==> config.mk <==
export PLATFORM = sky130hd
export DESIGN_NAME = version_attr_read_plan_flat
export DESIGN_NICKNAME = d
export VERILOG_FILES = /design/src/sv/vap_pkg.sv /design/src/sv/vap_if.sv /design/src/sv/version_attr_read_plan.sv /design/src/sv/vap_datapath.sv /design/src/sv/vap_ctrl.sv /design/src/flat_wrapper.sv
export VERILOG_INCLUDE_DIRS = /design/src /design/src/sv
export SDC_FILE = /design/constraint.sdc
export NUM_CORES = 2
export LEC_CHECK = 0
export BUFFER_PORTS_ARGS = -buffer_cell sky130_fd_sc_hd__buf_2
export CAP_MARGIN = 0
export CORE_ASPECT_RATIO = 0.7
export CORE_MARGIN = 4
export CORE_UTILIZATION = 50
export CTS_BUF_LIST = sky130_fd_sc_hd__clkbuf_2
export DETAILED_ROUTE_END_ITERATION = 8
export PLACE_DENSITY_LB_ADDON = 0.05
export SYNTH_ARGS = -nofsm -noshare
export SYNTH_HDL_FRONTEND = slang
export SYNTH_SLANG_ARGS = --single-unit
export TNS_END_PERCENT = 1
==> constraint.sdc <==
create_clock -name i_clk -period 13.9 [get_ports i_clk]
set_clock_uncertainty 0.05 [all_clocks]
set_input_delay 2.78 -clock i_clk [delete_from_list [all_inputs] [get_ports i_clk]]
set_output_delay 2.78 -clock i_clk [all_outputs]
set_load 0.01 [all_outputs]
==> src/sv/version_attr_read_plan_defines.svh <==
// Assertion macros for the version attribute read planner.
// VAP_ASSERT expects i_clk and i_rst_n, VAP_ASSERT_RST i_clk, in the scope where it is used.
`ifndef VERSION_ATTR_READ_PLAN_DEFINES_SVH
`define VERSION_ATTR_READ_PLAN_DEFINES_SVH

`ifndef ASSERT_OFF
// Check a property outside reset.
`define VAP_ASSERT(lbl, prop, msg) \
    lbl: assert property (@(posedge i_clk) disable iff (!i_rst_n) prop) else $error(msg);
// Check a property at every edge, reset included.
`define VAP_ASSERT_RST(lbl, prop, msg) \
    lbl: assert property (@(posedge i_clk) prop) else $error(msg);
`else
`define VAP_ASSERT(lbl, prop, msg)
`define VAP_ASSERT_RST(lbl, prop, msg)
`endif

`endif

==> src/sv/vap_pkg.sv <==
// ----------------------------------------------------------------------------
// vap_pkg
// Shared constants, codes and controller/datapath types of the read planner.
// ----------------------------------------------------------------------------
package vap_pkg;

    localparam int MAX_ATTRS  = 16;
    localparam int RING_CELLS = 8;
    localparam int BITMAP_W   = 16;
    localparam int RING_W     = $clog2(RING_CELLS);
    localparam int SIZE_IDX_W = $clog2(MAX_ATTRS + 1);
    localparam int ATTR_W     = $clog2(MAX_ATTRS + 2);
    localparam int STEP_W     = $clog2(RING_CELLS);

    typedef enum logic [1:0] {
        ACT_LOAD_SIZE = 2'd0,
        ACT_LOAD_CELL = 2'd1,
        ACT_PLAN      = 2'd2,
        ACT_NONE      = 2'd3
    } t_action;

    typedef enum logic [1:0] {
        KIND_POS    = 2'd0,
        KIND_FETCH  = 2'd1,
        KIND_MERGED = 2'd2
    } t_kind;

    typedef enum logic [2:0] {
        ST_IDLE,
        ST_INIT,
        ST_ATTR,
        ST_WALK,
        ST_FINAL
    } t_state;

    typedef struct packed {
        logic  in_ready;
        logic  init;
        logic  adv_attr;
        logic  walk_start;
        logic  walk_step;
        logic  emit;
        t_kind kind;
    } t_cmd;

    typedef struct packed {
        logic    in_valid;
        t_action in_action;
        logic    plan_ok;
        logic    k_done;
        logic    newest_mod;
        logic    walk_stop;
        logic    walk_hit;
        logic    out_free;
    } t_status;

    // Attribute k (from 1) is marked by bit k-1; higher attributes never are.
    function automatic logic modified(input logic [BITMAP_W-1:0] bmp,
                                      input logic [ATTR_W-1:0] k);
        logic res;
        res = 1'b0;
        for (int b = 0; b < BITMAP_W; b++) begin
            if (int'(k) == b + 1) begin
                res = bmp[b];
            end
        end
        return res;
    endfunction

endpackage

==> src/sv/vap_if.sv <==
// ----------------------------------------------------------------------------
// vap_in_if / vap_out_if
// Valid/ready channels for input items and result items.
// ----------------------------------------------------------------------------
interface vap_in_if;
    logic        valid;
    logic        ready;
    logic [1:0]  action;
    logic [4:0]  slot;
    logic [15:0] size_bytes;
    logic        cell_valid;
    logic [63:0] cell_version;
    logic [15:0] cell_bitmap;
    logic [31:0] cell_start;
    logic [63:0] snapshot_time;
    logic [31:0] base_offset;

    modport source (output valid, action, slot, size_bytes, cell_valid, cell_version,
                    cell_bitmap, cell_start, snapshot_time, base_offset, input ready);
    modport sink (input valid, action, slot, size_bytes, cell_valid, cell_version,
                  cell_bitmap, cell_start, snapshot_time, base_offset, output ready);
endinterface

interface vap_out_if;
    logic        valid;
    logic        ready;
    logic [1:0]  kind;
    logic [31:0] remote_offset;
    logic [19:0] length;
    logic [19:0] struct_offset;
    logic        empty_read;
    logic        last;

    modport source (output valid, kind, remote_offset, length, struct_offset,
                    empty_read, last, input ready);
    modport sink (input valid, kind, remote_offset, length, struct_offset,
                  empty_read, last, output ready);
endinterface

==> src/sv/version_attr_read_plan.sv <==
// ----------------------------------------------------------------------------
// version_attr_read_plan
// Plans the remote reads of a versioned record from a size table and a ring
// of version cells.
// ----------------------------------------------------------------------------
// Channel   Dir  Carries
// i_item    in   load size, load cell or plan item
// o_res     out  position, fetch or merged read record
// i_cfg_*   in   attribute count register write
//
// A plan steps through accept, init, the attributes and the merged read. An
// attribute that the newest cell modified gets a position record; else the
// ring is walked one cell a cycle from the cell after the newest to a hit,
// which waits on a full result register, or to the stop. A stalled result
// register holds the sequencer. Reset is synchronous, clears valid marks and
// control, sets the count register to 16; no clearing pass.
// ----------------------------------------------------------------------------
`include "version_attr_read_plan_defines.svh"

module version_attr_read_plan (
    input  logic       i_clk,
    input  logic       i_rst_n,
    vap_in_if.sink     i_item,
    vap_out_if.source  o_res,
    input  logic       i_cfg_we,
    input  logic [4:0] i_cfg_data
);
    import vap_pkg::*;

    t_cmd    cmd;
    t_status status;

    vap_ctrl u_ctrl (
        .i_clk    (i_clk),
        .i_rst_n  (i_rst_n),
        .i_status (status),
        .o_cmd    (cmd)
    );

    vap_datapath u_dp (
        .i_clk      (i_clk),
        .i_rst_n    (i_rst_n),
        .i_item     (i_item),
        .o_res      (o_res),
        .i_cfg_we   (i_cfg_we),
        .i_cfg_data (i_cfg_data),
        .i_cmd      (cmd),
        .o_status   (status)
    );

    `VAP_ASSERT(a_emit_free, cmd.emit |-> status.out_free, "result overwritten while pending")
    `VAP_ASSERT(a_idle_no_emit, i_item.ready |-> !cmd.emit, "result emitted while idle")
    `VAP_ASSERT(a_last_merged, o_res.valid && o_res.last |-> o_res.kind == KIND_MERGED, "bad last")
    `VAP_ASSERT_RST(a_rst_empty, !i_rst_n |=> !o_res.valid, "result valid after reset")

endmodule

==> src/sv/vap_datapath.sv <==
// ----------------------------------------------------------------------------
// vap_datapath
// Size table, version ring, running sums, walk pointer and result register.
// ----------------------------------------------------------------------------
module vap_datapath (
    input  logic            i_clk,
    input  logic            i_rst_n,
    vap_in_if.sink          i_item,
    vap_out_if.source       o_res,
    input  logic            i_cfg_we,
    input  logic [4:0]      i_cfg_data,
    input  vap_pkg::t_cmd   i_cmd,
    output vap_pkg::t_status o_status
);
    import vap_pkg::*;

    logic [4:0]          r_attr_count;
    logic [15:0]         r_size [0:MAX_ATTRS];
    logic                r_valid [RING_CELLS];
    logic [63:0]         r_version [RING_CELLS];
    logic [BITMAP_W-1:0] r_bitmap [RING_CELLS];
    logic [31:0]         r_start [RING_CELLS];
    logic [31:0]         r_acc [RING_CELLS];

    logic [RING_W-1:0]   r_newest;
    logic [63:0]         r_snap;
    logic [31:0]         r_base;
    logic [BITMAP_W-1:0] r_nb;
    logic [31:0]         r_nstart;
    logic [15:0]         r_size0;
    logic [ATTR_W-1:0]   r_k;
    logic [31:0]         r_sum;
    logic [RING_W-1:0]   r_vc;
    logic [STEP_W-1:0]   r_steps;

    logic                r_ov;
    logic [1:0]          r_kind;
    logic [31:0]         r_roff;
    logic [19:0]         r_len;
    logic [19:0]         r_soff;
    logic                r_empty;
    logic                r_last;

    logic                accept;
    logic [ATTR_W-1:0]   n_eff;
    logic [15:0]         cur_size;
    logic [31:0]         total;
    logic                out_free;
    logic [RING_W-1:0]   newest_nxt;
    logic [RING_W-1:0]   vc_nxt;

    assign i_item.ready = i_cmd.in_ready;
    assign accept       = i_item.valid && i_cmd.in_ready;
    assign n_eff        = (int'(r_attr_count) > MAX_ATTRS) ? ATTR_W'(MAX_ATTRS)
                                                           : ATTR_W'(r_attr_count);
    assign cur_size     = r_size[SIZE_IDX_W'(r_k)];
    assign total        = r_acc[r_newest];
    assign out_free     = !r_ov || o_res.ready;
    assign newest_nxt   = (int'(r_newest) == RING_CELLS - 1) ? '0 : r_newest + 1'b1;
    assign vc_nxt       = (int'(r_vc) == RING_CELLS - 1) ? '0 : r_vc + 1'b1;

    // Report status to the controller
    always_comb begin
        o_status.in_valid   = i_item.valid;
        o_status.in_action  = t_action'(i_item.action);
        o_status.plan_ok    = int'(i_item.slot) < RING_CELLS;
        o_status.k_done     = r_k > n_eff;
        o_status.newest_mod = modified(r_nb, r_k);
        o_status.walk_stop  = (int'(r_steps) == RING_CELLS - 1) || !r_valid[r_vc]
                              || !(r_version[r_vc] > r_snap);
        o_status.walk_hit   = modified(r_bitmap[r_vc], r_k);
        o_status.out_free   = out_free;
    end

    // Hold the attribute count register
    always_ff @(posedge i_clk) begin
        if (!i_rst_n) begin
            r_attr_count <= 5'd16;
        end else if (i_cfg_we) begin
            r_attr_count <= i_cfg_data;
        end
    end

    // Load the size table and ring cells
    always_ff @(posedge i_clk) begin
        if (accept && t_action'(i_item.action) == ACT_LOAD_SIZE
            && int'(i_item.slot) <= MAX_ATTRS) begin
            r_size[SIZE_IDX_W'(i_item.slot)] <= i_item.size_bytes;
        end
        if (accept && t_action'(i_item.action) == ACT_LOAD_CELL
            && int'(i_item.slot) < RING_CELLS) begin
            r_version[RING_W'(i_item.slot)] <= i_item.cell_version;
            r_bitmap[RING_W'(i_item.slot)]  <= i_item.cell_bitmap;
            r_start[RING_W'(i_item.slot)]   <= i_item.cell_start;
        end
    end

    // Valid marks clear at reset
    always_ff @(posedge i_clk) begin
        if (!i_rst_n) begin
            for (int c = 0; c < RING_CELLS; c++) begin
                r_valid[c] <= 1'b0;
            end
        end else if (accept && t_action'(i_item.action) == ACT_LOAD_CELL
                     && int'(i_item.slot) < RING_CELLS) begin
            r_valid[RING_W'(i_item.slot)] <= i_item.cell_valid;
        end
    end

    // Latch plan fields, run prefix sums and walk pointer
    always_ff @(posedge i_clk) begin
        if (accept) begin
            r_newest <= RING_W'(i_item.slot);
            r_snap   <= i_item.snapshot_time;
            r_base   <= i_item.base_offset;
        end
        if (i_cmd.init) begin
            r_nb     <= r_bitmap[r_newest];
            r_nstart <= r_start[r_newest];
            r_size0  <= r_size[0];
            r_k      <= ATTR_W'(1);
            r_sum    <= '0;
            for (int c = 0; c < RING_CELLS; c++) begin
                r_acc[c] <= '0;
            end
        end
        if (i_cmd.adv_attr) begin
            r_sum <= r_sum + 32'(cur_size);
            r_k   <= r_k + 1'b1;
            for (int c = 0; c < RING_CELLS; c++) begin
                if (modified(r_bitmap[c], r_k)) begin
                    r_acc[c] <= r_acc[c] + 32'(cur_size);
                end
            end
        end
        if (i_cmd.walk_start) begin
            r_vc    <= newest_nxt;
            r_steps <= '0;
        end
        if (i_cmd.walk_step) begin
            r_vc    <= vc_nxt;
            r_steps <= r_steps + 1'b1;
        end
    end

    // Result register: advance on emit, drop when taken
    always_ff @(posedge i_clk) begin
        if (!i_rst_n) begin
            r_ov <= 1'b0;
        end else if (i_cmd.emit) begin
            r_ov <= 1'b1;
        end else if (o_res.ready) begin
            r_ov <= 1'b0;
        end
    end

    always_ff @(posedge i_clk) begin
        if (i_cmd.emit) begin
            r_kind <= i_cmd.kind;
            unique case (i_cmd.kind)
                KIND_POS: begin
                    r_roff  <= '0;
                    r_len   <= 20'(cur_size);
                    r_soff  <= 20'(32'(r_size0) + r_sum);
                    r_empty <= 1'b0;
                    r_last  <= 1'b0;
                end
                KIND_FETCH: begin
                    r_roff  <= r_start[r_vc] + r_acc[r_vc] + r_base;
                    r_len   <= 20'(cur_size);
                    r_soff  <= r_sum[19:0];
                    r_empty <= 1'b0;
                    r_last  <= 1'b0;
                end
                default: begin
                    r_roff  <= r_nstart + r_base;
                    r_len   <= total[19:0];
                    r_soff  <= '0;
                    r_empty <= (total == 32'd0);
                    r_last  <= 1'b1;
                end
            endcase
        end
    end

    assign o_res.valid         = r_ov;
    assign o_res.kind          = r_kind;
    assign o_res.remote_offset = r_roff;
    assign o_res.length        = r_len;
    assign o_res.struct_offset = r_soff;
    assign o_res.empty_read    = r_empty;
    assign o_res.last          = r_last;

endmodule

==> src/sv/vap_ctrl.sv <==
// ----------------------------------------------------------------------------
// vap_ctrl
// Sequencer over attributes and ring walks of one plan item.
// ----------------------------------------------------------------------------
module vap_ctrl (
    input  logic              i_clk,
    input  logic              i_rst_n,
    input  vap_pkg::t_status  i_status,
    output vap_pkg::t_cmd     o_cmd
);
    import vap_pkg::*;

    t_state r_state;
    t_state n_state;

    always_ff @(posedge i_clk) begin
        if (!i_rst_n) begin
            r_state <= ST_IDLE;
        end else begin
            r_state <= n_state;
        end
    end

    // Next state
    always_comb begin
        n_state = r_state;
        unique case (r_state)
            ST_IDLE: begin
                if (i_status.in_valid && i_status.in_action == ACT_PLAN
                    && i_status.plan_ok) begin
                    n_state = ST_INIT;
                end
            end
            ST_INIT: n_state = ST_ATTR;
            ST_ATTR: begin
                priority if (i_status.k_done) begin
                    n_state = ST_FINAL;
                end else if (!i_status.newest_mod) begin
                    n_state = ST_WALK;
                end
            end
            ST_WALK: begin
                priority if (i_status.walk_stop) begin
                    n_state = ST_ATTR;
                end else if (i_status.walk_hit && i_status.out_free) begin
                    n_state = ST_ATTR;
                end
            end
            ST_FINAL: begin
                if (i_status.out_free) begin
                    n_state = ST_IDLE;
                end
            end
            default: n_state = ST_IDLE;
        endcase
    end

    // Commands
    always_comb begin
        o_cmd = '0;
        o_cmd.kind = KIND_POS;
        unique case (r_state)
            ST_IDLE: o_cmd.in_ready = 1'b1;
            ST_INIT: o_cmd.init = 1'b1;
            ST_ATTR: begin
                priority if (i_status.k_done) begin
                    o_cmd.emit = 1'b0;
                end else if (i_status.newest_mod) begin
                    if (i_status.out_free) begin
                        o_cmd.emit     = 1'b1;
                        o_cmd.kind     = KIND_POS;
                        o_cmd.adv_attr = 1'b1;
                    end
                end else begin
                    o_cmd.walk_start = 1'b1;
                end
            end
            ST_WALK: begin
                priority if (i_status.walk_stop) begin
                    o_cmd.adv_attr = 1'b1;
                end else if (i_status.walk_hit) begin
                    if (i_status.out_free) begin
                        o_cmd.emit     = 1'b1;
                        o_cmd.kind     = KIND_FETCH;
                        o_cmd.adv_attr = 1'b1;
                    end
                end else begin
                    o_cmd.walk_step = 1'b1;
                end
            end
            ST_FINAL: begin
                if (i_status.out_free) begin
                    o_cmd.emit = 1'b1;
                    o_cmd.kind = KIND_MERGED;
                end
            end
            default: o_cmd.in_ready = 1'b0;
        endcase
    end

endmodule
==> src/flat_wrapper.sv <==
// flat-port wrapper written by rule: the top's interface ports become plain ports
module version_attr_read_plan_flat import vap_pkg::*;
  (i_clk, i_rst_n, i_cfg_we, i_cfg_data, i_item_valid, i_item_action, i_item_slot, i_item_size_bytes, i_item_cell_valid, i_item_cell_version, i_item_cell_bitmap, i_item_cell_start, i_item_snapshot_time, i_item_base_offset, i_item_ready, o_res_valid, o_res_kind, o_res_remote_offset, o_res_length, o_res_struct_offset, o_res_empty_read, o_res_last, o_res_ready);
  vap_in_if i_item_i ();
  vap_out_if o_res_i ();
  input  logic i_clk;
  input  logic i_rst_n;
  input  logic i_cfg_we;
  input  logic [4:0] i_cfg_data;
  input wire logic [$bits(i_item_i.valid)-1:0] i_item_valid;
  input wire logic [$bits(i_item_i.action)-1:0] i_item_action;
  input wire logic [$bits(i_item_i.slot)-1:0] i_item_slot;
  input wire logic [$bits(i_item_i.size_bytes)-1:0] i_item_size_bytes;
  input wire logic [$bits(i_item_i.cell_valid)-1:0] i_item_cell_valid;
  input wire logic [$bits(i_item_i.cell_version)-1:0] i_item_cell_version;
  input wire logic [$bits(i_item_i.cell_bitmap)-1:0] i_item_cell_bitmap;
  input wire logic [$bits(i_item_i.cell_start)-1:0] i_item_cell_start;
  input wire logic [$bits(i_item_i.snapshot_time)-1:0] i_item_snapshot_time;
  input wire logic [$bits(i_item_i.base_offset)-1:0] i_item_base_offset;
  output wire logic [$bits(i_item_i.ready)-1:0] i_item_ready;
  output wire logic [$bits(o_res_i.valid)-1:0] o_res_valid;
  output wire logic [$bits(o_res_i.kind)-1:0] o_res_kind;
  output wire logic [$bits(o_res_i.remote_offset)-1:0] o_res_remote_offset;
  output wire logic [$bits(o_res_i.length)-1:0] o_res_length;
  output wire logic [$bits(o_res_i.struct_offset)-1:0] o_res_struct_offset;
  output wire logic [$bits(o_res_i.empty_read)-1:0] o_res_empty_read;
  output wire logic [$bits(o_res_i.last)-1:0] o_res_last;
  input wire logic [$bits(o_res_i.ready)-1:0] o_res_ready;
  assign i_item_i.valid = i_item_valid;
  assign i_item_i.action = i_item_action;
  assign i_item_i.slot = i_item_slot;
  assign i_item_i.size_bytes = i_item_size_bytes;
  assign i_item_i.cell_valid = i_item_cell_valid;
  assign i_item_i.cell_version = i_item_cell_version;
  assign i_item_i.cell_bitmap = i_item_cell_bitmap;
  assign i_item_i.cell_start = i_item_cell_start;
  assign i_item_i.snapshot_time = i_item_snapshot_time;
  assign i_item_i.base_offset = i_item_base_offset;
  assign i_item_ready = i_item_i.ready;
  assign o_res_valid = o_res_i.valid;
  assign o_res_kind = o_res_i.kind;
  assign o_res_remote_offset = o_res_i.remote_offset;
  assign o_res_length = o_res_i.length;
  assign o_res_struct_offset = o_res_i.struct_offset;
  assign o_res_empty_read = o_res_i.empty_read;
  assign o_res_last = o_res_i.last;
  assign o_res_i.ready = o_res_ready;
  version_attr_read_plan u_core (.i_clk(i_clk), .i_rst_n(i_rst_n), .i_item(i_item_i), .o_res(o_res_i), .i_cfg_we(i_cfg_we), .i_cfg_data(i_cfg_data));
endmodule
==> run summary <==
Cells on worst reg2reg path: 16
Area leader, netlist: edfxtp_1
Post-route total power: 9.666 mW
Maxcap violations: 0
Seq/Total Area, Yosys: 59.77%
Final setup TNS: 0 ns
Met1 Track Usage GR: 36.58%
P per Cell Area: 102.8 nW/um2
Crit path time final: 8.398 ns
Iteration-0 DRC Markers: 4752
CP Data Required Time: 15.17 ns
RSZ-0062 raised after global routing: false
Initial Util: 50.28%
Total Routed Length: 229300 um
R2r endpoint: u_core.u_dp.r_acc[5][9]$_SDFFCE_PN0P_
Largest net degree at the start of global routing: 115
Final Util: 54.96%
H-tree levels: 5
CTS Hold Bufs: 0
Hold path endpoint: u_core.u_dp.r_size0[9]$_DFFE_PP_
Synth cell count leaders: 1694 x edfxtp_1, 505 x mux4_2, 400 x nor2_1
Synth Area in Simple Gates: 7.192%
Synth Area in Compound Gates: 6.680%
Die height: 355.1 um
Syn Inst Count: 5685
Most used routing layer: met2
Reg clk slew, reported paths: 0.11 ns
Vias/cell: 6.018
Yosys cell types: 87
Crit end category: flop
Max IR drop VDD: 73.46 uV
Clock sinks: 1722
Final hold vios: 0
Met3 Use GR: 6.492%
Max frequency: 0.1191 GHz
Largest family of logic cells by synthesized area: multiplexers
Routed len/inst: 25.88 um
Synth top area share: 59.11%
Ports: 320
P_sw: 2.482 mW
Die width: 503.8 um
Int Pwr: 7.184 mW
Post-synthesis mux area share: 16.25%
DP HPWL: 147300 um
Leak: 33.31 nW
Hold path start: u_core.u_dp.r_size[0][9]$_DFFE_PP_
First-pass GRT wire length: 341500 um
Die ar.: 178900 um2
Syn_nets: 6271
Synth Register Bits: 1722
Share of cells above drive strength 1: 26.48%
P&R area growth vs syn: 9.296%
# fillers: 14190
WS Path Type: flop to flop
Postcts setup bufs: 0
Crit start category: flop
Cell area after synthesis: 86050 um2
Ys Warns: 0
ANT nets after route: 0
Top-count cell post-synth: edfxtp_1
Final net count: 6863
Placer Congestion: 0.8610
FFs w/ async S/R, synth: 0%
Post-synth EDFFs: 1694
Tot GR Track Use: 25.41%
Root Buffer: clkbuf_2
PostCTS Resize Cnt: 0
Sw frac: 25.68%
Status: complete, but fails checks
Worst-margin pin slew: 1.274 ns
Met2 GRT Util: 38.00%
Max_slew headroom: 12.87%
Crit-path max FO: 94
Worst-Skew Late Latency: 1.79 ns
Vias in the first global route: 53510
Inserted Clock Buffers: 423
Combinational share of power: 6.6%
Adder-cell share of the synthesized area: 5.377%
# DRC: 2
IO buf count: 319
Syn Area/Cell: 15.14 um2
Final setup fails: 0
Clock share of power: 33.7%
DR pass1 iterations: 8
Dominant synthesized flop cell: edfxtp_1
Min-delay worst type: flop to flop
Pins Over Slew Limit: 0
Violated checks: DRC
FF-to-FF setup slack: 5.50 ns
CTS Buffer Depth: 4
Vias: 53320
XOR/XNOR share of the synthesized area: 2.463%
Largest cells by area after synthesis: edfxtp_1 59%, mux4_2 13%, ha_1 4.4%
Initial antenna violation count: 48
Arrival @ worst endpoint: 9.67 ns
Seq pwr share: 59.7%
Gr ovfl total: 0
Tcrit/Tclk final: 60.42%
CTS tree: built
Std-Cell Rows: 127
Hold depth: 0
Core Area: 171100 um2
critical path, cell delays in order, from the launching register on:
cell and delay [ns]:
dfxtp_4 0.98, buf_12 0.66, mux4_2 0.60, mux2_2 0.29, ha_1 0.29, nand3_1 0.13
nor4_1 0.90, and4_1 0.50, nand4_1 0.17, o221ai_1 0.49, o21ai_1 0.40, o31ai_4 0.32
buf_4 0.42, or2_1 0.18, buf_4 0.37, nand2_1 0.60, buf_4 0.45
cells by family after synthesis:
logic type      after synthesis
compound gates              874
simple gates               1257
xor+xnor                    242
fa+ha+maj                   344
mux                         749
flops                      1722
buf+inv                     497
metal layers:
layer  up-vias  share of wire, %
li1      24010                 -
met1     26820                45
met2      2043                45
met3       445               7.8
met4        10               2.8
met5         -             0.026
cell usage in the layout, fill, tap and decap left out, types with 20 or more instances in the layout:
| master | n |
|---|---|
| edfxtp_1 | 1694 |
| clkbuf_2 | 604 |
| mux4_2 | 505 |
| nor2_1 | 394 |
| buf_2 | 319 |
| ha_1 | 301 |
| inv_1 | 250 |
| nand2_1 | 242 |
| a21oi_1 | 196 |
| o21ai_0 | 190 |
| mux2_2 | 137 |
| xor2_1 | 126 |
| xnor2_1 | 116 |
| mux2i_1 | 106 |
| nand3_1 | 103 |
| clkinv_1 | 100 |
| nor3_1 | 93 |
| buf_4 | 80 |
| and3_1 | 71 |
| a21o_1 | 65 |
| nand2b_1 | 58 |
| nor2b_1 | 58 |
| a31oi_1 | 53 |
| nand4_1 | 49 |
| fa_1 | 43 |
| o21a_1 | 42 |
| a211oi_1 | 33 |
| o22ai_1 | 29 |
| or3_1 | 29 |
| diode_2 | 28 |
| o211ai_1 | 28 |
| and2_1 | 27 |
| o31ai_1 | 26 |
| o21bai_1 | 26 |
| nor4_1 | 25 |
| nand3b_1 | 24 |
| dfxtp_1 | 20 |
flip-flops by register name, summed over array words and instances (netlist names), 20 cells and up, named ones only:
signal,count
u_core.u_dp.r_sum,20
u_core.u_dp.r_base,32
u_core.u_dp.r_snap,64
u_core.u_dp.r_acc,256
u_core.u_dp.r_bitmap,128
u_core.u_dp.r_start,256
u_core.u_dp.r_size,272
u_core.u_dp.r_nstart,32
u_core.u_dp.o_res.length,20
u_core.u_dp.o_res.struct_offset,20
u_core.u_dp.o_res.remote_offset,32
u_core.u_dp.r_version,512
power groups by stage:
stage / clock network [mW] / logic [mW] / registers [mW]
floorplan: 0 / 0.421 / 5.87
global placement: 0 / 0.627 / 5.88
detailed placement: 0 / 0.636 / 5.88
CTS: 3.39 / 0.641 / 5.77
global route: 3.68 / 0.709 / 5.77
finish: 3.26 / 0.642 / 5.77
how the worst max path moves through the flow:
stage                            start                               endpoint  slack [ns]  cells past startpoint
final                             flop  u_core.u_dp.r_acc[5][9]$_SDFFCE_PN0P_        5.50                     16
after global routing              flop  u_core.u_dp.r_acc[5][9]$_SDFFCE_PN0P_        4.92                     16
after CTS                         flop  u_core.u_dp.r_acc[4][0]$_SDFFCE_PN0P_        5.48                     17
after detailed placement          flop  u_core.u_dp.r_acc[4][2]$_SDFFCE_PN0P_        5.58                     17
after global placement            flop  u_core.u_dp.r_acc[4][1]$_SDFFCE_PN0P_        5.71                     19
after floorplan           i_item_valid   u_core.u_dp.r_bitmap[3][0]$_DFFE_PP_        2.94                      6
per-stage QoR:
stage / setup WS (ns) / instances / area [um2] / hold WS, ns
after floorplan: 2.942 / 5685 / 86060 / 0.3714
after global placement: 5.709 / 8109 / 90440 / 0.3883
after detailed placement: 5.584 / 8109 / 90440 / 0.3897
after CTS: 5.484 / 8832 / 93980 / 0.4080
after global routing: 4.924 / 8853 / 94030 / 0.4424
final: 5.502 / 8860 / 94050 / 0.4098
final cells by class:
type	instances	area, um2	share of cell area [%]
Antenna cell	28	70.07	0.07450
Tap cell	2257	2824	3.003
Timing Repair Buffer	408	2377	2.528
Clock inverter	119	521.8	0.5548
Sequential cell	1722	51450	54.70
Multi-Input combinational cell	3466	32810	34.89
Clock buffer	604	3023	3.214
Inverter	256	970.9	1.032
No activity file was read; power rests on OpenSTA's default activity.
